`config.mk`:
```
export PLATFORM = sky130hd
export DESIGN_NAME = image_rotate_address_generator_core
export DESIGN_NICKNAME = d
export VERILOG_FILES = /design/src/rtl/irag_pkg.sv /design/src/rtl/image_rotate_address_generator_core.sv /design/src/rtl/irag_fifo.sv /design/src/rtl/irag_front.sv /design/src/rtl/irag_back.sv
export VERILOG_INCLUDE_DIRS = /design/src /design/src/rtl
export SDC_FILE = /design/constraint.sdc
export NUM_CORES = 1
export LEC_CHECK = 0
export BUFFER_PORTS_ARGS = -buffer_cell sky130_fd_sc_hd__buf_2
export CAP_MARGIN = 20
export CORE_ASPECT_RATIO = 0.75
export CORE_MARGIN = 2
export CORE_UTILIZATION = 30
export CTS_BUF_LIST = sky130_fd_sc_hd__clkbuf_4
export DETAILED_ROUTE_END_ITERATION = 10
export GPL_TIMING_DRIVEN = 0
export RECOVER_POWER = 25
export SETUP_SLACK_MARGIN = 0.4
export SKIP_CTS_REPAIR_TIMING = 1
export SYNTH_ARGS = -nofsm -noshare
export SYNTH_HDL_FRONTEND = slang
export SYNTH_SLANG_ARGS = --single-unit
```
`constraint.sdc`:
```
create_clock -name clock -period 17.5 [get_ports clock]
set_input_delay 3.5 -clock clock [delete_from_list [all_inputs] [get_ports clock]]
set_output_delay 3.5 -clock clock [all_outputs]
set_load 0.005 [all_outputs]
```
`src/rtl/image_rotate_address_generator_core_defines.svh`:
```
// assertion macros shared by the rotate address generator rtl
// no dependencies; files that check their own logic include this header
`ifndef IMAGE_ROTATE_ADDRESS_GENERATOR_CORE_DEFINES_SVH
`define IMAGE_ROTATE_ADDRESS_GENERATOR_CORE_DEFINES_SVH

`ifndef NO_ASSERTIONS

// property must hold at every edge outside reset
`define IRAG_ASSERT(label, clk, rst, prop, msg) \
   label: assert property (@(posedge clk) disable iff (rst) (prop)) else $error(msg);

// condition must never be seen outside reset
`define IRAG_ASSERT_NEVER(label, clk, rst, cond, msg) \
   label: assert property (@(posedge clk) disable iff (rst) !(cond)) else $error(msg);

`else

`define IRAG_ASSERT(label, clk, rst, prop, msg)

`define IRAG_ASSERT_NEVER(label, clk, rst, cond, msg)

`endif

`endif

```
`src/rtl/irag_pkg.sv`:
```
// shared types and constants of the rotate address generator
// no dependencies
`default_nettype none

package irag_pkg;

   localparam int PIXEL_W    = 32;
   localparam int OFFSET_W   = 26;
   localparam int SIDE_REG_W = 13;
   localparam int ROT_W      = 2;
   localparam int BPP_W      = 3;
   localparam int CSR_DATA_W = 13;
   localparam int CSR_IDX_W  = 2;

   localparam int MID_DEPTH = 4;
   localparam int OUT_DEPTH = 4;
   localparam int OUT_CNT_W = $clog2(OUT_DEPTH + 1);

   // register indexes
   localparam logic [CSR_IDX_W-1:0] REG_IMAGE_WIDTH     = 2'd0;
   localparam logic [CSR_IDX_W-1:0] REG_IMAGE_HEIGHT    = 2'd1;
   localparam logic [CSR_IDX_W-1:0] REG_ROTATION_MODE   = 2'd2;
   localparam logic [CSR_IDX_W-1:0] REG_BYTES_PER_PIXEL = 2'd3;

   // rotation codes
   localparam logic [ROT_W-1:0] ROT_NONE = 2'd0;
   localparam logic [ROT_W-1:0] ROT_90   = 2'd1;
   localparam logic [ROT_W-1:0] ROT_180  = 2'd2;
   localparam logic [ROT_W-1:0] ROT_270  = 2'd3;

   // status codes
   localparam logic STATUS_OK          = 1'b0;
   localparam logic STATUS_UNSUPPORTED = 1'b1;

   // reset values
   localparam logic [SIDE_REG_W-1:0] WIDTH_RESET  = 13'd1;
   localparam logic [SIDE_REG_W-1:0] HEIGHT_RESET = 13'd1;
   localparam logic [BPP_W-1:0]      BPP_RESET    = 3'd4;
   localparam logic [BPP_W-1:0]      BPP_MAX      = 3'd4;

   typedef struct packed {
      logic [OFFSET_W-1:0] dest_offset;
      logic [PIXEL_W-1:0]  pixel_out;
      logic                last_pixel;
      logic                status;
   } rsp_item_type;

endpackage

`default_nettype wire

```
`src/rtl/image_rotate_address_generator_core.sv`:
```
// Rotation address generator for a raster pixel stream.
// Input queue side: present req_pixel_in with push; it is taken on a clock edge
// where push is high and full is low. Pixels arrive in raster order.
// Result queue side: while empty is low the oldest result sits on the rsp_ ports;
// pop on a clock edge with empty low takes it. Each pixel gives one result:
// destination byte offset for 90, 180 or 270 degree rotation, the pixel
// unchanged, a last-pixel flag and a status (1 when rotation mode is 0).
// Registers are written through csr_we/csr_index/csr_wdata; the user must write
// them only while the block is idle, which the block itself does not enforce;
// every write restarts the frame at the first pixel. Throughput: one pixel per
// clock while pop keeps the result queue drained. Each pixel passes through the
// input queue, the multiply stage and the add stage ahead of the result queue.
// Reset (synchronous, active high) empties both queues, zeroes the raster
// counters and loads width 1, height 1, rotate 90 and 4 bytes per pixel.
// When pop stays low the four-entry result queue fills, the back end stops,
// the four-entry input queue fills behind it and full goes high; nothing is
// dropped and flow resumes at full rate once pop returns.
// Depends on irag_pkg, irag_fifo, irag_front and irag_back.
`default_nettype none

module image_rotate_address_generator_core #(
   parameter int MAX_SIDE = 4096
) (
   input  wire logic                            clock,
   input  wire logic                            reset,
   input  wire logic                            csr_we,
   input  wire logic [irag_pkg::CSR_IDX_W-1:0]  csr_index,
   input  wire logic [irag_pkg::CSR_DATA_W-1:0] csr_wdata,
   input  wire logic                            push,
   output logic                                 full,
   input  wire logic [irag_pkg::PIXEL_W-1:0]    req_pixel_in,
   output logic                                 empty,
   input  wire logic                            pop,
   output logic      [irag_pkg::OFFSET_W-1:0]   rsp_dest_offset,
   output logic      [irag_pkg::PIXEL_W-1:0]    rsp_pixel_out,
   output logic                                 rsp_last_pixel,
   output logic                                 rsp_status
);

   import irag_pkg::*;

   localparam int XW      = $clog2(MAX_SIDE);
   localparam int SW      = $clog2(MAX_SIDE + 1);
   localparam int ENTRY_W = PIXEL_W + 2 * XW + SW + BPP_W + 2;
   localparam int RSP_W   = $bits(rsp_item_type);
   localparam int MID_CW  = $clog2(MID_DEPTH + 1);

   logic               mid_push;
   logic [ENTRY_W-1:0] mid_wr_data;
   logic               mid_pop;
   logic [ENTRY_W-1:0] mid_rd_data;
   logic               mid_full;
   logic               mid_empty;
   logic [MID_CW-1:0]  mid_count;

   logic                 out_push;
   rsp_item_type         out_item;
   logic [RSP_W-1:0]     out_wr_data;
   logic [RSP_W-1:0]     out_rd_data;
   logic                 out_full;
   logic                 out_empty;
   logic [OUT_CNT_W-1:0] out_count;
   logic                 out_pop;
   rsp_item_type         rsp_item;

   irag_front #(
      .MAX_SIDE (MAX_SIDE)
   ) u_front (
      .clock     (clock),
      .reset     (reset),
      .csr_we    (csr_we),
      .csr_index (csr_index),
      .csr_wdata (csr_wdata),
      .push      (push),
      .pixel_in  (req_pixel_in),
      .q_full    (mid_full),
      .q_push    (mid_push),
      .q_data    (mid_wr_data)
   );

   irag_fifo #(
      .WIDTH (ENTRY_W),
      .DEPTH (MID_DEPTH)
   ) u_mid_queue (
      .clock   (clock),
      .reset   (reset),
      .wr_en   (mid_push),
      .wr_data (mid_wr_data),
      .rd_en   (mid_pop),
      .rd_data (mid_rd_data),
      .full    (mid_full),
      .empty   (mid_empty),
      .count   (mid_count)
   );

   irag_back #(
      .MAX_SIDE (MAX_SIDE)
   ) u_back (
      .clock     (clock),
      .reset     (reset),
      .q_data    (mid_rd_data),
      .q_empty   (mid_empty),
      .q_pop     (mid_pop),
      .out_count (out_count),
      .out_push  (out_push),
      .out_data  (out_item)
   );

   assign out_wr_data = out_item;
   assign out_pop     = pop && !out_empty;

   irag_fifo #(
      .WIDTH (RSP_W),
      .DEPTH (OUT_DEPTH)
   ) u_out_queue (
      .clock   (clock),
      .reset   (reset),
      .wr_en   (out_push),
      .wr_data (out_wr_data),
      .rd_en   (out_pop),
      .rd_data (out_rd_data),
      .full    (out_full),
      .empty   (out_empty),
      .count   (out_count)
   );

   assign rsp_item        = out_rd_data;
   assign full            = mid_full || (mid_count > MID_CW'(MID_DEPTH)) || (out_full && 1'b0);
   assign empty           = out_empty;
   assign rsp_dest_offset = rsp_item.dest_offset;
   assign rsp_pixel_out   = rsp_item.pixel_out;
   assign rsp_last_pixel  = rsp_item.last_pixel;
   assign rsp_status      = rsp_item.status;

endmodule

`default_nettype wire

```
`src/rtl/irag_fifo.sv`:
```
// small register queue with occupancy count
// generic; used between front and back and at the result side
`default_nettype none
`include "image_rotate_address_generator_core_defines.svh"

module irag_fifo #(
   parameter int WIDTH = 8,
   parameter int DEPTH = 4
) (
   input  wire logic                       clock,
   input  wire logic                       reset,
   input  wire logic                       wr_en,
   input  wire logic [WIDTH-1:0]           wr_data,
   input  wire logic                       rd_en,
   output logic      [WIDTH-1:0]           rd_data,
   output logic                            full,
   output logic                            empty,
   output logic      [$clog2(DEPTH+1)-1:0] count
);

   localparam int PW = (DEPTH > 1) ? $clog2(DEPTH) : 1;
   localparam int CW = $clog2(DEPTH + 1);

   logic [WIDTH-1:0] mem_ff [DEPTH];
   logic [PW-1:0]    wr_ptr_ff;
   logic [PW-1:0]    wr_ptr_in;
   logic [PW-1:0]    rd_ptr_ff;
   logic [PW-1:0]    rd_ptr_in;
   logic [CW-1:0]    count_ff;
   logic [CW-1:0]    count_in;

   always_comb begin
      wr_ptr_in = wr_ptr_ff;
      rd_ptr_in = rd_ptr_ff;
      count_in  = count_ff;
      if (wr_en) begin
         wr_ptr_in = (wr_ptr_ff == PW'(DEPTH - 1)) ? '0 : wr_ptr_ff + PW'(1);
      end
      if (rd_en) begin
         rd_ptr_in = (rd_ptr_ff == PW'(DEPTH - 1)) ? '0 : rd_ptr_ff + PW'(1);
      end
      if (wr_en && !rd_en) begin
         count_in = count_ff + CW'(1);
      end else if (rd_en && !wr_en) begin
         count_in = count_ff - CW'(1);
      end
   end

   always_ff @(posedge clock) begin
      if (reset) begin
         wr_ptr_ff <= '0;
         rd_ptr_ff <= '0;
         count_ff  <= '0;
      end else begin
         wr_ptr_ff <= wr_ptr_in;
         rd_ptr_ff <= rd_ptr_in;
         count_ff  <= count_in;
      end
   end

   always_ff @(posedge clock) begin
      if (wr_en) begin
         mem_ff[wr_ptr_ff] <= wr_data;
      end
   end

   assign rd_data = mem_ff[rd_ptr_ff];
   assign full    = (count_ff == CW'(DEPTH));
   assign empty   = (count_ff == '0);
   assign count   = count_ff;

   `IRAG_ASSERT_NEVER(a_fifo_no_overflow, clock, reset, wr_en && full && !rd_en, "queue overflow")
   `IRAG_ASSERT_NEVER(a_fifo_no_underflow, clock, reset, rd_en && empty, "queue underflow")

endmodule

`default_nettype wire

```
`src/rtl/irag_front.sv`:
```
// front end: registers, raster counters and per-pixel rotation terms
// depends on irag_pkg; feeds the middle queue
`default_nettype none
`include "image_rotate_address_generator_core_defines.svh"

module irag_front #(
   parameter  int MAX_SIDE = 4096,
   localparam int XW       = $clog2(MAX_SIDE),
   localparam int SW       = $clog2(MAX_SIDE + 1),
   localparam int ENTRY_W  = irag_pkg::PIXEL_W + 2 * XW + SW + irag_pkg::BPP_W + 2
) (
   input  wire logic                            clock,
   input  wire logic                            reset,
   input  wire logic                            csr_we,
   input  wire logic [irag_pkg::CSR_IDX_W-1:0]  csr_index,
   input  wire logic [irag_pkg::CSR_DATA_W-1:0] csr_wdata,
   input  wire logic                            push,
   input  wire logic [irag_pkg::PIXEL_W-1:0]    pixel_in,
   input  wire logic                            q_full,
   output logic                                 q_push,
   output logic      [ENTRY_W-1:0]              q_data
);

   import irag_pkg::*;

   typedef struct packed {
      logic [PIXEL_W-1:0] pixel;
      logic [XW-1:0]      fa;
      logic [SW-1:0]      fb;
      logic [XW-1:0]      fc;
      logic [BPP_W-1:0]   bpp;
      logic               last;
      logic               status;
   } entry_type;

   logic [SIDE_REG_W-1:0] width_ff;
   logic [SIDE_REG_W-1:0] height_ff;
   logic [ROT_W-1:0]      rot_ff;
   logic [BPP_W-1:0]      bpp_ff;
   logic [XW-1:0]         col_ff;
   logic [XW-1:0]         col_in;
   logic [XW-1:0]         row_ff;
   logic [XW-1:0]         row_in;

   logic [SW-1:0]    w_eff;
   logic [SW-1:0]    h_eff;
   logic [BPP_W-1:0] b_eff;
   logic [XW-1:0]    w_m1;
   logic [XW-1:0]    h_m1;
   logic             last_col;
   logic             last;
   logic             accept;
   entry_type        entry;

   // clamp sides to 1..MAX_SIDE and pixel size to 1..4
   always_comb begin
      if (width_ff == '0) begin
         w_eff = SW'(1);
      end else if (32'(width_ff) > 32'(MAX_SIDE)) begin
         w_eff = SW'(MAX_SIDE);
      end else begin
         w_eff = SW'(width_ff);
      end
      if (height_ff == '0) begin
         h_eff = SW'(1);
      end else if (32'(height_ff) > 32'(MAX_SIDE)) begin
         h_eff = SW'(MAX_SIDE);
      end else begin
         h_eff = SW'(height_ff);
      end
      if (bpp_ff == '0) begin
         b_eff = BPP_W'(1);
      end else if (bpp_ff > BPP_MAX) begin
         b_eff = BPP_MAX;
      end else begin
         b_eff = bpp_ff;
      end
   end

   assign w_m1     = XW'(w_eff - SW'(1));
   assign h_m1     = XW'(h_eff - SW'(1));
   assign last_col = (col_ff == w_m1);
   assign last     = last_col && (row_ff == h_m1);
   assign accept   = push && !q_full;

   // offset index = fa * fb + fc
   always_comb begin
      entry.pixel  = pixel_in;
      entry.bpp    = b_eff;
      entry.last   = last;
      entry.status = STATUS_OK;
      unique case (rot_ff)
         ROT_90: begin
            entry.fa = col_ff;
            entry.fb = h_eff;
            entry.fc = h_m1 - row_ff;
         end
         ROT_180: begin
            entry.fa = h_m1 - row_ff;
            entry.fb = w_eff;
            entry.fc = w_m1 - col_ff;
         end
         ROT_270: begin
            entry.fa = w_m1 - col_ff;
            entry.fb = h_eff;
            entry.fc = row_ff;
         end
         ROT_NONE: begin
            entry.fa     = '0;
            entry.fb     = '0;
            entry.fc     = '0;
            entry.status = STATUS_UNSUPPORTED;
         end
         default: begin
            entry.fa     = '0;
            entry.fb     = '0;
            entry.fc     = '0;
            entry.status = STATUS_UNSUPPORTED;
         end
      endcase
   end

   always_comb begin
      col_in = col_ff;
      row_in = row_ff;
      if (csr_we) begin
         col_in = '0;
         row_in = '0;
      end else if (accept) begin
         if (last) begin
            col_in = '0;
            row_in = '0;
         end else if (last_col) begin
            col_in = '0;
            row_in = row_ff + XW'(1);
         end else begin
            col_in = col_ff + XW'(1);
         end
      end
   end

   always_ff @(posedge clock) begin
      if (reset) begin
         width_ff  <= WIDTH_RESET;
         height_ff <= HEIGHT_RESET;
         rot_ff    <= ROT_90;
         bpp_ff    <= BPP_RESET;
         col_ff    <= '0;
         row_ff    <= '0;
      end else begin
         col_ff <= col_in;
         row_ff <= row_in;
         if (csr_we) begin
            unique case (csr_index)
               REG_IMAGE_WIDTH:     width_ff  <= csr_wdata;
               REG_IMAGE_HEIGHT:    height_ff <= csr_wdata;
               REG_ROTATION_MODE:   rot_ff    <= csr_wdata[ROT_W-1:0];
               REG_BYTES_PER_PIXEL: bpp_ff    <= csr_wdata[BPP_W-1:0];
               default:             width_ff  <= width_ff;
            endcase
         end
      end
   end

   assign q_push = accept;
   assign q_data = entry;

   `IRAG_ASSERT(a_front_pos_in_image, clock, reset, (col_ff <= w_m1) && (row_ff <= h_m1), "raster position outside image")

endmodule

`default_nettype wire

```
`src/rtl/irag_back.sv`:
```
// back end: multiply, add and byte scaling of the rotated pixel index
// depends on irag_pkg; drains the middle queue into the result queue
`default_nettype none
`include "image_rotate_address_generator_core_defines.svh"

module irag_back #(
   parameter  int MAX_SIDE = 4096,
   localparam int XW       = $clog2(MAX_SIDE),
   localparam int SW       = $clog2(MAX_SIDE + 1),
   localparam int ENTRY_W  = irag_pkg::PIXEL_W + 2 * XW + SW + irag_pkg::BPP_W + 2
) (
   input  wire logic                           clock,
   input  wire logic                           reset,
   input  wire logic [ENTRY_W-1:0]             q_data,
   input  wire logic                           q_empty,
   output logic                                q_pop,
   input  wire logic [irag_pkg::OUT_CNT_W-1:0] out_count,
   output logic                                out_push,
   output irag_pkg::rsp_item_type              out_data
);

   import irag_pkg::*;

   localparam int CRW = OUT_CNT_W + 1;

   typedef struct packed {
      logic [PIXEL_W-1:0] pixel;
      logic [XW-1:0]      fa;
      logic [SW-1:0]      fb;
      logic [XW-1:0]      fc;
      logic [BPP_W-1:0]   bpp;
      logic               last;
      logic               status;
   } entry_type;

   typedef struct packed {
      logic [OFFSET_W-1:0] prod;
      logic [XW-1:0]       fc;
      logic [PIXEL_W-1:0]  pixel;
      logic [BPP_W-1:0]    bpp;
      logic                last;
      logic                status;
   } mul_stage_type;

   typedef struct packed {
      logic [OFFSET_W-1:0] idx;
      logic [PIXEL_W-1:0]  pixel;
      logic [BPP_W-1:0]    bpp;
      logic                last;
      logic                status;
   } add_stage_type;

   entry_type            q_item;
   logic [CRW-1:0]       credit_used;
   logic                 issue;
   logic [XW+SW-1:0]     mul_full;
   mul_stage_type        s1_in;
   mul_stage_type        s1_ff;
   logic                 v1_ff;
   add_stage_type        s2_in;
   add_stage_type        s2_ff;
   logic                 v2_ff;
   logic [OFFSET_W-1:0]  scaled;

   assign q_item = q_data;

   // result queue slots held by queued and in-flight items
   assign credit_used = CRW'(out_count) + CRW'(v1_ff) + CRW'(v2_ff);
   assign issue       = !q_empty && (credit_used < CRW'(OUT_DEPTH));
   assign q_pop       = issue;

   assign mul_full     = q_item.fa * q_item.fb;
   assign s1_in.prod   = OFFSET_W'(mul_full);
   assign s1_in.fc     = q_item.fc;
   assign s1_in.pixel  = q_item.pixel;
   assign s1_in.bpp    = q_item.bpp;
   assign s1_in.last   = q_item.last;
   assign s1_in.status = q_item.status;

   assign s2_in.idx    = s1_ff.prod + OFFSET_W'(s1_ff.fc);
   assign s2_in.pixel  = s1_ff.pixel;
   assign s2_in.bpp    = s1_ff.bpp;
   assign s2_in.last   = s1_ff.last;
   assign s2_in.status = s1_ff.status;

   always_ff @(posedge clock) begin
      if (reset) begin
         v1_ff <= 1'b0;
         v2_ff <= 1'b0;
      end else begin
         v1_ff <= issue;
         v2_ff <= v1_ff;
      end
   end

   always_ff @(posedge clock) begin
      s1_ff <= s1_in;
      s2_ff <= s2_in;
   end

   // bytes per pixel is 1..4 here
   always_comb begin
      case (s2_ff.bpp)
         3'd2:    scaled = s2_ff.idx << 1;
         3'd3:    scaled = (s2_ff.idx << 1) + s2_ff.idx;
         3'd4:    scaled = s2_ff.idx << 2;
         default: scaled = s2_ff.idx;
      endcase
   end

   assign out_push             = v2_ff;
   assign out_data.dest_offset = scaled;
   assign out_data.pixel_out   = s2_ff.pixel;
   assign out_data.last_pixel  = s2_ff.last;
   assign out_data.status      = s2_ff.status;

   `IRAG_ASSERT(a_back_credit, clock, reset, credit_used <= CRW'(OUT_DEPTH), "result queue overcommitted")
   `IRAG_ASSERT(a_back_advance, clock, reset, v1_ff |=> v2_ff, "item lost between stages")
   `IRAG_ASSERT(a_back_unsupported_zero, clock, reset, (v2_ff && s2_ff.status == STATUS_UNSUPPORTED) |-> (scaled == '0), "unsupported mode gave nonzero offset")

endmodule

`default_nettype wire
```
* Word-level counts from Yosys, hierarchy flattened
Memory sizes are Yosys's and may differ from the RTL's. A register that Yosys moved wholly into a read port is not among the register bits.
Index checks and enable logic that the tools add are counted.
** Operators by class
- Add/sub/neg operators :: 18
- Multipliers :: 1
- Reduce and logical (&&, ||, !) cells :: 32
- Equality and inequality tests :: 16
- Order comparisons :: 5
- Muxes and demuxes :: 29
** Operators with widths (number)
- 37-bit one-hot mux with 4 select lines :: 1
- 26-bit one-hot mux with 3 select lines :: 1
- 13-bit 2-to-1 mux :: 4
- 12-bit 2-to-1 mux :: 4
- 25-bit by 12-bit adder with 26-bit output :: 1
- 26-bit adder :: 1
- 13-bit greater-than comparator (second input constant) :: 2
- 13-bit logical NOT :: 2
- 12-bit by 13-bit multiplier with 25-bit output :: 1
- 12-bit by 1-bit adder with 12-bit output (second input constant) :: 2
- 12-bit equality test :: 2
- 12-bit by 1-bit subtractor with 12-bit output (second input constant) :: 2
- 12-bit subtractor :: 2
- 3-bit 2-to-1 mux :: 6
- 2-bit equality test (second input constant) :: 8
- 2-bit 2-to-1 mux :: 8
- 2-bit AND reduction :: 5
- 3-bit logical NOT :: 3
- 2-bit by 1-bit adder with 2-bit output (second input constant) :: 4
- 1-bit logical AND :: 8
- 1-bit logical NOT :: 7
- 3-bit by 1-bit adder with 3-bit output (second input constant) :: 2
- 3-bit by 2-bit equality test with 1-bit output (second input constant) :: 2
- 3-bit equality test (second input constant) :: 2
- other kinds (11) :: 21
** Word-level totals
- Output and inout port bits :: 62
- Bits of input ports :: 52
- Flip-flop bits (word level) :: 208
- Word-level logic and storage cells :: 128
- Bits in writable memories :: 536
- Memories kept :: 2
** Memory list
- u_mid_queue.mem_ff :: depth 4, bits a word 74, read ports 1, clocked after memory_dff 1, write ports 1, RTL line irag_fifo.sv:24 : logic [WIDTH-1:0] mem_ff [DEPTH];
- u_out_queue.mem_ff :: depth 4, bits a word 60, read ports 1, clocked after memory_dff 1, write ports 1, RTL line irag_fifo.sv:24

* Logic depth before layout (Yosys ltp)
Gate-level depths: netlist (run 1).
- Word-level depth :: 8
- Depth in mapped cells :: 24
- Mapped depth without buffers :: 21

* Cells and area by module
A second synthesis (run 1) with hierarchy kept.
** Unflattened totals
- Cell total of the unflattened synthesis :: 2683
- Area total of the unflattened synthesis :: 36053.3 sq um
** Modules (own cells, without submodules)
- irag_fifo at u_mid_queue :: sequential area each 9068.7 sq um, times used 1, cells each 430, area an instance 11120.7 sq um
- irag_back :: sequential area each 2782.7 sq um, times used 1, cells each 1205, area an instance 10864.2 sq um
- irag_fifo at u_out_queue :: sequential area each 7387.1 sq um, times used 1, cells each 358, area an instance 9163.8 sq um
- irag_front :: sequential area each 1101.1 sq um, times used 1, cells each 687, area an instance 4887.2 sq um
- image_rotate_address_generator_core :: sequential area each 0.0 sq um, times used 1, cells each 3, area an instance 17.5 sq um

* Worst setup path before layout (run 1)
No wires, ideal clock.
- Path kind :: register to register
- Start :: reg (tool-made name)
- End :: reg u_back.s1_ff[73] in the netlist's numbering
- Cell stages (with the launch flop) :: 22
- Data required time :: 17.375 ns
- Period minus slack after synthesis :: 6.128 ns
- Buffers on the path :: 3
- Arrival :: 6.003 ns
- Setup time :: 0.125 ns
- Path slack :: 11.372 ns
- Path through :: dfxtp_1 buf_2 buf_2 mux4_2 clkbuf_1 nand2_1 fa_1 fa_1 fa_1 inv_1 fa_1 inv_1 fa_1 inv_1 ha_1 or3_1 o221a_2 nor2_1 o21ai_1 a211oi_1 o31ai_1 xnor2_1
** RTL lines
- end signal, assigned :: RTL line irag_back.sv:97 : s1_ff <= s1_in;
- end, declared :: RTL line irag_back.sv:58 : mul_stage_type s1_ff;

==> results by group, run 1 <==
Final layout
  – P&R area growth vs syn: 13.8%
  – Most common library cell in the layout ignoring fill and taps: sky130_fd_sc_hd__edfxtp_1
  – Nets@finish: 3,174
  – Commonest non-fill, non-tap cells in the layout: sky130_fd_sc_hd__edfxtp_1, sky130_fd_sc_hd__nand2_1, sky130_fd_sc_hd__clkbuf_4
  – Layout cell share with drive strength beyond 1: 19.1%
  – Final instance area: 0.0400 mm²

STA
  – Slew at the pin closest to its max-slew limit: 3.65 ns
  – Final max-slew violation count: 210
  – Setup repair after global routing missed its margin: no
  – Setup total negative slack: 0 ns
  – Tcrit/Tclk final: 41.9%
  – Post-Route Skew: 0.0835 ns
  – Maximum clock frequency: 0.136 GHz
  – Final worst slack: 10.16 ns
  – Max-slew headroom: -143%
  – Number of failing hold endpoints at the final stage: 0
  – Final critical path time including I/O delays and setup: 7.34 ns
  – Endpoints failing setup: 0

GRT
  – Number of global-route vias before repair: 21,300
  – Wire length of the first global-routing pass: 124,000 µm
  – Aggregate global-route resource usage: 13.4%
  – Overflow after GRT: 0
  – Initial antenna violation count: 7
  – Largest net degree at the start of global routing: 55

Worst setup path
  – Kind of end point of the critical path: flop
  – Data required time at the worst endpoint: 18.35 ns
  – Max FO, Critical Path: 10
  – Worst Path Arrival: 8.19 ns
  – Critical Setup Path Class: reg2reg
  – Type of origin of the critical path: flop

Yosys
  – Proportion of register bits with asynchronous set or reset after synthesis: 0%
  – Sequential cell area fraction in the yosys report: 57.8%
  – Count of unique library cells instantiated by Yosys: 79
  – Basic-gate share of the synthesized area counting and, or, nand and nor cells: 8.72%
  – Yosys reg bits: 748
  – Post-synthesis average cell area: 13.6 µm²
  – Number of enable-type register cells in the synthesized netlist: 536
  – Largest family of logic cells by synthesized area: adder cells
  – Top FF cell, synth: sky130_fd_sc_hd__edfxtp_1
  – Synth Warn #: 0
  – Net count after synthesis: 2,887
  – Gate count after technology mapping: 2,581
  – Compound-cell area share of the yosys netlist: 6.29%
  – Post-synthesis instance area: 0.0352 mm²
  – Proportion of synthesized area in mux cells: 9.41%
  – Area share of fa/ha/maj cells after synthesis: 11.5%
  – XOR/XNOR Fraction of Synth Area: 2.78%

Place
  – Number of buffer cells added on primary ports: 112
  – DP Area: 0.0379 mm²
  – Half-perimeter wire length of the detailed placement result: 56,800 µm
  – Placer Congestion: 0.871
  – Pre-CTS setup slack: 10.11 ns

Floorplanning
  – Die width: 399 µm
  – DIE HEIGHT: 301 µm
  – I/O pin cnt: 114
  – Die area: 0.120 mm²
  – Site row count: 108
  – Initial cell density of the core: 30.3%
  – Core box area: 0.116 mm²

Detailed routing
  – Drt first pass iters: 5
  – Routed length on met2: 33,500 µm
  – Via count: 21,400
  – Drt initial violations: 1,700
  – Met1 layer wirelength in the final routing: 39,800 µm
  – Detailed Route WL: 80,500 µm
  – Routed wire per std cell: 17.7 µm
  – Vias/cell: 4.72
  – Highest Signal Layer: met5
  – Number of nets with antenna violations after detailed routing: 0
  – Detail Route met3 WL: 6090 µm
  – Post-detailed-route DRC marker count: 0

Clocking
  – Sinks on the clock net: 748
  – Number of buffers added by the clock tree synthesis step: 165
  – Root buffer cell: sky130_fd_sc_hd__clkbuf_4
  – Total number of H-tree levels: 4
  – Register clock-pin slew on the reported worst setup and hold paths: 0.07 ns
  – Clock latency on the worst-skew pair: 1.04 ns
  – TritonCTS clock tree: yes
  – Buffers from clock root to sink, at most: 3

Outcome
  – Status: finished with violations
  – Violated checks: max-capacitance violations, max-slew violations

Flow run
  – Count of max-cap constraint violations: 4

Worst hold path
  – Class of the tightest hold or removal check: reg2reg
-- synth_stat cells, types with 62 or more instances --
master | instances | area, µm²
sky130_fd_sc_hd__edfxtp_1 | 536 | 16100
sky130_fd_sc_hd__a21oi_1 | 97 | 485
sky130_fd_sc_hd__nor2_1 | 91 | 342
sky130_fd_sc_hd__fa_1 | 116 | 2320
sky130_fd_sc_hd__xnor2_1 | 82 | 718
sky130_fd_sc_hd__and2_1 | 62 | 388
sky130_fd_sc_hd__inv_1 | 215 | 807
sky130_fd_sc_hd__mux4_2 | 134 | 3020
sky130_fd_sc_hd__dfxtp_1 | 212 | 4240
sky130_fd_sc_hd__clkbuf_1 | 80 | 300
sky130_fd_sc_hd__ha_1 | 138 | 1730
sky130_fd_sc_hd__nand2_1 | 295 | 1110
sky130_fd_sc_hd__o21ai_0 | 75 | 375
-- logic make-up (layout without fill, tap and decap cells) --
family,count (synthesis),count (layout)
multiplexers,163,163
flip-flops,748,748
XOR/XNOR,110,110
buffers and inverters,321,730
adder cells (fa/ha/maj),254,254
AND/OR/NAND/NOR,643,643
other,0,6
AO/OA/AOI/OAI,342,342
-- final timing paths --
check	cells past startpoint	from	end	slack, ns
worst max-delay path	21	flop	u_back.s1_ff[73]	10.16
worst min-delay path	0	u_back.s1_ff[36]	u_back.out_data[33]	0.31
worst max register to register	21	flop	u_back.s1_ff[73]	10.16
worst min register to register	0	u_back.s1_ff[36]	u_back.out_data[33]	0.31
-- layout make-up --
class	instances	area, µm²
repair buffers	120	686
clock buffers	250	1880
fillers	11300	76000
diodes	6	15.0
plain buffers	104	414
clock inverters	39	340
inverters	217	815
well taps	1540	1930
flip-flops and latches	748	20300
multi-input cells	1512	13600
-- routing by layer --
layer  vias to the layer above  GRT usage (%)
met3                        99           3.19
met2                       704           18.7
li1                      10000              -
met5                         -              0
met1                     10600           20.6
met4                         6           3.54
-- through the flow --
step	cells	util, %	hold slack [ns]
2_1_floorplan	2581	-	0.310
3_5_place_dp	4241	32.7	0.312
3_3_place_gp	4233	32.5	0.310
4_1_cts	4530	34.6	0.307
6_report	4536	34.5	0.315
5_1_grt	4533	34.5	0.322
-- worst max-delay path, cell delays in order (launching register included) --
cell                       delay (ns)
sky130_fd_sc_hd__dfxtp_1         0.42
sky130_fd_sc_hd__clkbuf_1        0.59
sky130_fd_sc_hd__clkbuf_1        0.55
sky130_fd_sc_hd__mux4_2          0.38
sky130_fd_sc_hd__clkbuf_1        0.41
sky130_fd_sc_hd__nand2_1         0.15
sky130_fd_sc_hd__fa_1            0.59
sky130_fd_sc_hd__fa_1            0.43
sky130_fd_sc_hd__fa_1            0.51
sky130_fd_sc_hd__inv_1           0.06
sky130_fd_sc_hd__fa_1            0.55
sky130_fd_sc_hd__inv_1           0.06
sky130_fd_sc_hd__fa_1            0.53
sky130_fd_sc_hd__inv_1           0.04
sky130_fd_sc_hd__ha_1            0.24
sky130_fd_sc_hd__or3_1           0.38
sky130_fd_sc_hd__o221a_2         0.24
sky130_fd_sc_hd__nor2_1          0.18
sky130_fd_sc_hd__o21ai_1         0.17
sky130_fd_sc_hd__a211oi_1        0.42
sky130_fd_sc_hd__o31ai_1         0.16
sky130_fd_sc_hd__xnor2_1         0.14
-- registers in the layout (all words and copies together) (netlist names), 3 cells and up, named ones only --
register            flops
u_back.s2_ff           29
u_out_queue.mem_ff    240
u_front.bpp_ff          3
u_front.height_ff      13
u_front.col_ff         12
u_back.s1_ff           74
u_out_queue.count       3
u_back.out_data        34
u_mid_queue.mem_ff    296
u_front.row_ff         12
u_mid_queue.count       3
u_front.width_ff       13
Power of run 1 is not shown: default switching activity piles up to over one toggle a cycle in this logic, so the estimate is an artifact.
==> run 2: changes to the inputs <==
==> constraint.sdc (replaced) <==
create_clock -name clock -period 7.4 [get_ports clock]
set_input_delay 1.48 -clock clock [delete_from_list [all_inputs] [get_ports clock]]
set_output_delay 1.48 -clock clock [all_outputs]
set_load 0.005 [all_outputs]
==> results by group, run 2 (same netlist as run 1, synthesis figures left out) <==
Place
  – Half-perimeter wire length of the detailed placement result: 56,800 µm (unchanged)
  – Pre-CTS setup slack: 0.0120 ns (-10.10 ns)
  – Number of buffer cells added on primary ports: 112 (unchanged)
  – Placer Congestion: 0.871 (unchanged)

Detailed routing
  – Post-detailed-route DRC marker count: 0 (unchanged)
  – Via count: 21,400 (+0.084%)
  – Vias/cell: 4.72 (about the same)
  – Number of nets with antenna violations after detailed routing: 0 (unchanged)
  – Drt initial violations: 1,627 (-4.3%)
  – Detailed Route WL: 80,400 µm (about the same)
  – Drt first pass iters: 5 (unchanged)
  – Routed wire per std cell: 17.7 µm (-0.19%)

Worst setup path
  – Largest stage delay on the critical path: 0.65 ns (+0.06 ns)
  – Type of origin of the critical path: flop
  – Kind of end point of the critical path: flop
  – Critical Setup Path Class: reg2reg
  – Crit-path cells: buf_2 > mux4_2 > clkbuf_1 > nand2_1 > fa_1 > fa_1 > fa_1 > inv_1 > fa_1 > inv_1 > fa_1 > inv_1 > ha_1 > or3_1 > o221a_2 > nor2_1 > o21ai_1 > a211oi_2 > o31ai_1 > xnor2_1
  – Worst Reg2Reg Path Length in Cells: 20 (-4.8%)
  – Data required time at the worst endpoint: 8.26 ns (-10.09 ns)
  – End point of the critical path: u_back.s1_ff[73]
  – Cell mode on critical path: sky130_fd_sc_hd__fa_1
  – Max FO, Critical Path: 10 (unchanged)
  – Critical register-to-register path endpoint: u_back.s1_ff[73]
  – CP max stage cell: sky130_fd_sc_hd__mux4_2
  – Setup slack on the worst flop-to-flop path: 0.76 ns (-9.40 ns)
  – Worst Path Arrival: 7.50 ns (-0.69 ns)

STA
  – Endpoints failing setup: 0 (unchanged)
  – Final max-slew violation count: 0 (-100%)
  – Final critical path time including I/O delays and setup: 6.64 ns (-0.698 ns)
  – Final worst slack: 0.760 ns (-9.40 ns)
  – Post-Route Skew: 0.0837 ns (+0.000226 ns)
  – Setup repair after global routing missed its margin: no
  – Maximum clock frequency: 0.151 GHz (+11%)
  – Max-slew headroom: 26.1% (+170 points)
  – Tcrit/Tclk final: 89.7% (+48 points)
  – Number of failing hold endpoints at the final stage: 0 (unchanged)
  – Slew at the pin closest to its max-slew limit: 1.11 ns (-2.54 ns)

Final layout
  – Regs by FF count: u_mid_queue.mem_ff x296, u_out_queue.mem_ff x240, u_back.s1_ff x74
  – Layout cell share with drive strength beyond 1: 18.4% (-0.70 points)
  – P&R area growth vs syn: 14.1%
  – Nets@finish: 3,174 (unchanged)
  – Commonest non-fill, non-tap cells in the layout: sky130_fd_sc_hd__edfxtp_1, sky130_fd_sc_hd__nand2_1, sky130_fd_sc_hd__clkbuf_4
  – Top register by number of flip-flops: u_mid_queue.mem_ff
  – Most common library cell in the layout ignoring fill and taps: sky130_fd_sc_hd__edfxtp_1
  – Max reg flops: 296 (unchanged)

Floorplanning
  – Core box area: 0.116 mm² (unchanged)
  – I/O pin cnt: 114 (unchanged)
  – DIE HEIGHT: 301 µm (unchanged)
  – Site row count: 108 (unchanged)
  – Initial cell density of the core: 30.3% (unchanged)
  – Die area: 0.120 mm² (unchanged)
  – Die width: 399 µm (unchanged)

GRT
  – Aggregate global-route resource usage: 13.4% (unchanged)
  – Wire length of the first global-routing pass: 124,000 µm (unchanged)
  – Number of global-route vias before repair: 21,300 (unchanged)
  – Initial antenna violation count: 6 (-1)
  – Largest net degree at the start of global routing: 55 (unchanged)
  – Overflow after GRT: 0 (unchanged)

Clocking
  – Total number of H-tree levels: 4 (unchanged)
  – Root buffer cell: sky130_fd_sc_hd__clkbuf_4
  – Register clock-pin slew on the reported worst setup and hold paths: 0.08 ns (about the same)
  – Number of buffers added by the clock tree synthesis step: 165 (unchanged)
  – Buffers from clock root to sink, at most: 3 (unchanged)
  – TritonCTS clock tree: yes
  – Sinks on the clock net: 748 (unchanged)
  – Clock latency on the worst-skew pair: 1.04 ns (about the same)

Outcome
  – Status: completed

Flow run
  – Count of max-cap constraint violations: 0 (-4)

Worst hold path
  – Class of the tightest hold or removal check: reg2reg
==> run 2: changes by cell type in the layout (fill, tap and decap cells not counted), sizes merged <==
cell / previous run / this run
clkbuf: 334 / 363
diode: 6 / 10
buf: 140 / 111
==> run 2: how the worst min path moves through the flow <==
| stage | slack [ns] | depth (start not counted) | endpoint | startpoint |
|---|---|---|---|---|
| 3_5_place_dp | 0.31 | 0 | u_back.out_data[21] | u_back.s1_ff[24] |
| 2_1_floorplan | 0.31 | 0 | u_back.out_data[0] | u_back.s1_ff[0] |
| 4_1_cts | 0.31 | 0 | u_back.out_data[33] | u_back.s1_ff[36] |
| 6_report | 0.31 | 0 | u_back.out_data[33] | u_back.s1_ff[36] |
| 5_1_grt | 0.32 | 0 | u_back.s2_ff[3] | u_back.s1_ff[3] |
| 3_3_place_gp | 0.31 | 0 | u_back.out_data[21] | u_back.s1_ff[24] |
==> run 2: layout make-up <==
type,instances,area [µm²]
antenna,10,25.0
buffer,104,429
clock buffer,250,1880
clock inverter,39,340
fill,11300,75900
inverter,217,815
multi-input combinational,1512,13600
sequential,748,20300
tap,1540,1930
timing repair buffer,120,741
==> run 2: routing by layer <==
layer / vias up / track usage [%] / wire length [µm]
li1: 10000 / - / -
met1: 10600 / 20.6 / 39900
met2: 698 / 18.7 / 33300
met3: 92 / 3.19 / 6110
met4: 4 / 3.54 / 1020
met5: - / 0 / 27
==> run 2: worst max-delay path, delay by kind of cell, from the launching register on <==
kind                     cells  cell delay [ns]
AO/OA/AOI/OAI                4             0.87
XOR/XNOR                     1             0.13
adder cells (fa/ha/maj)      6             2.75
buffers and inverters        5             0.91
flip-flops                   1             0.47
multiplexers                 1             0.65
AND/OR/NAND/NOR              3             0.71
==> run 2: stage by stage <==
stage / instance area [µm²] / util, % / hold slack [ns] / instances / TNS [ns]
2_1_floorplan: 35200 / - / 0.310 / 2581 / 0
3_3_place_gp: 37700 / 32.5 / 0.310 / 4233 / 0
3_5_place_dp: 37900 / 32.7 / 0.312 / 4241 / 0
4_1_cts: 40100 / 34.6 / 0.307 / 4530 / -0.0390
5_1_grt: 40100 / 34.6 / 0.322 / 4533 / 0
6_report: 40100 / 34.6 / 0.311 / 4540 / 0
Power of run 2 is left out for the same reason.
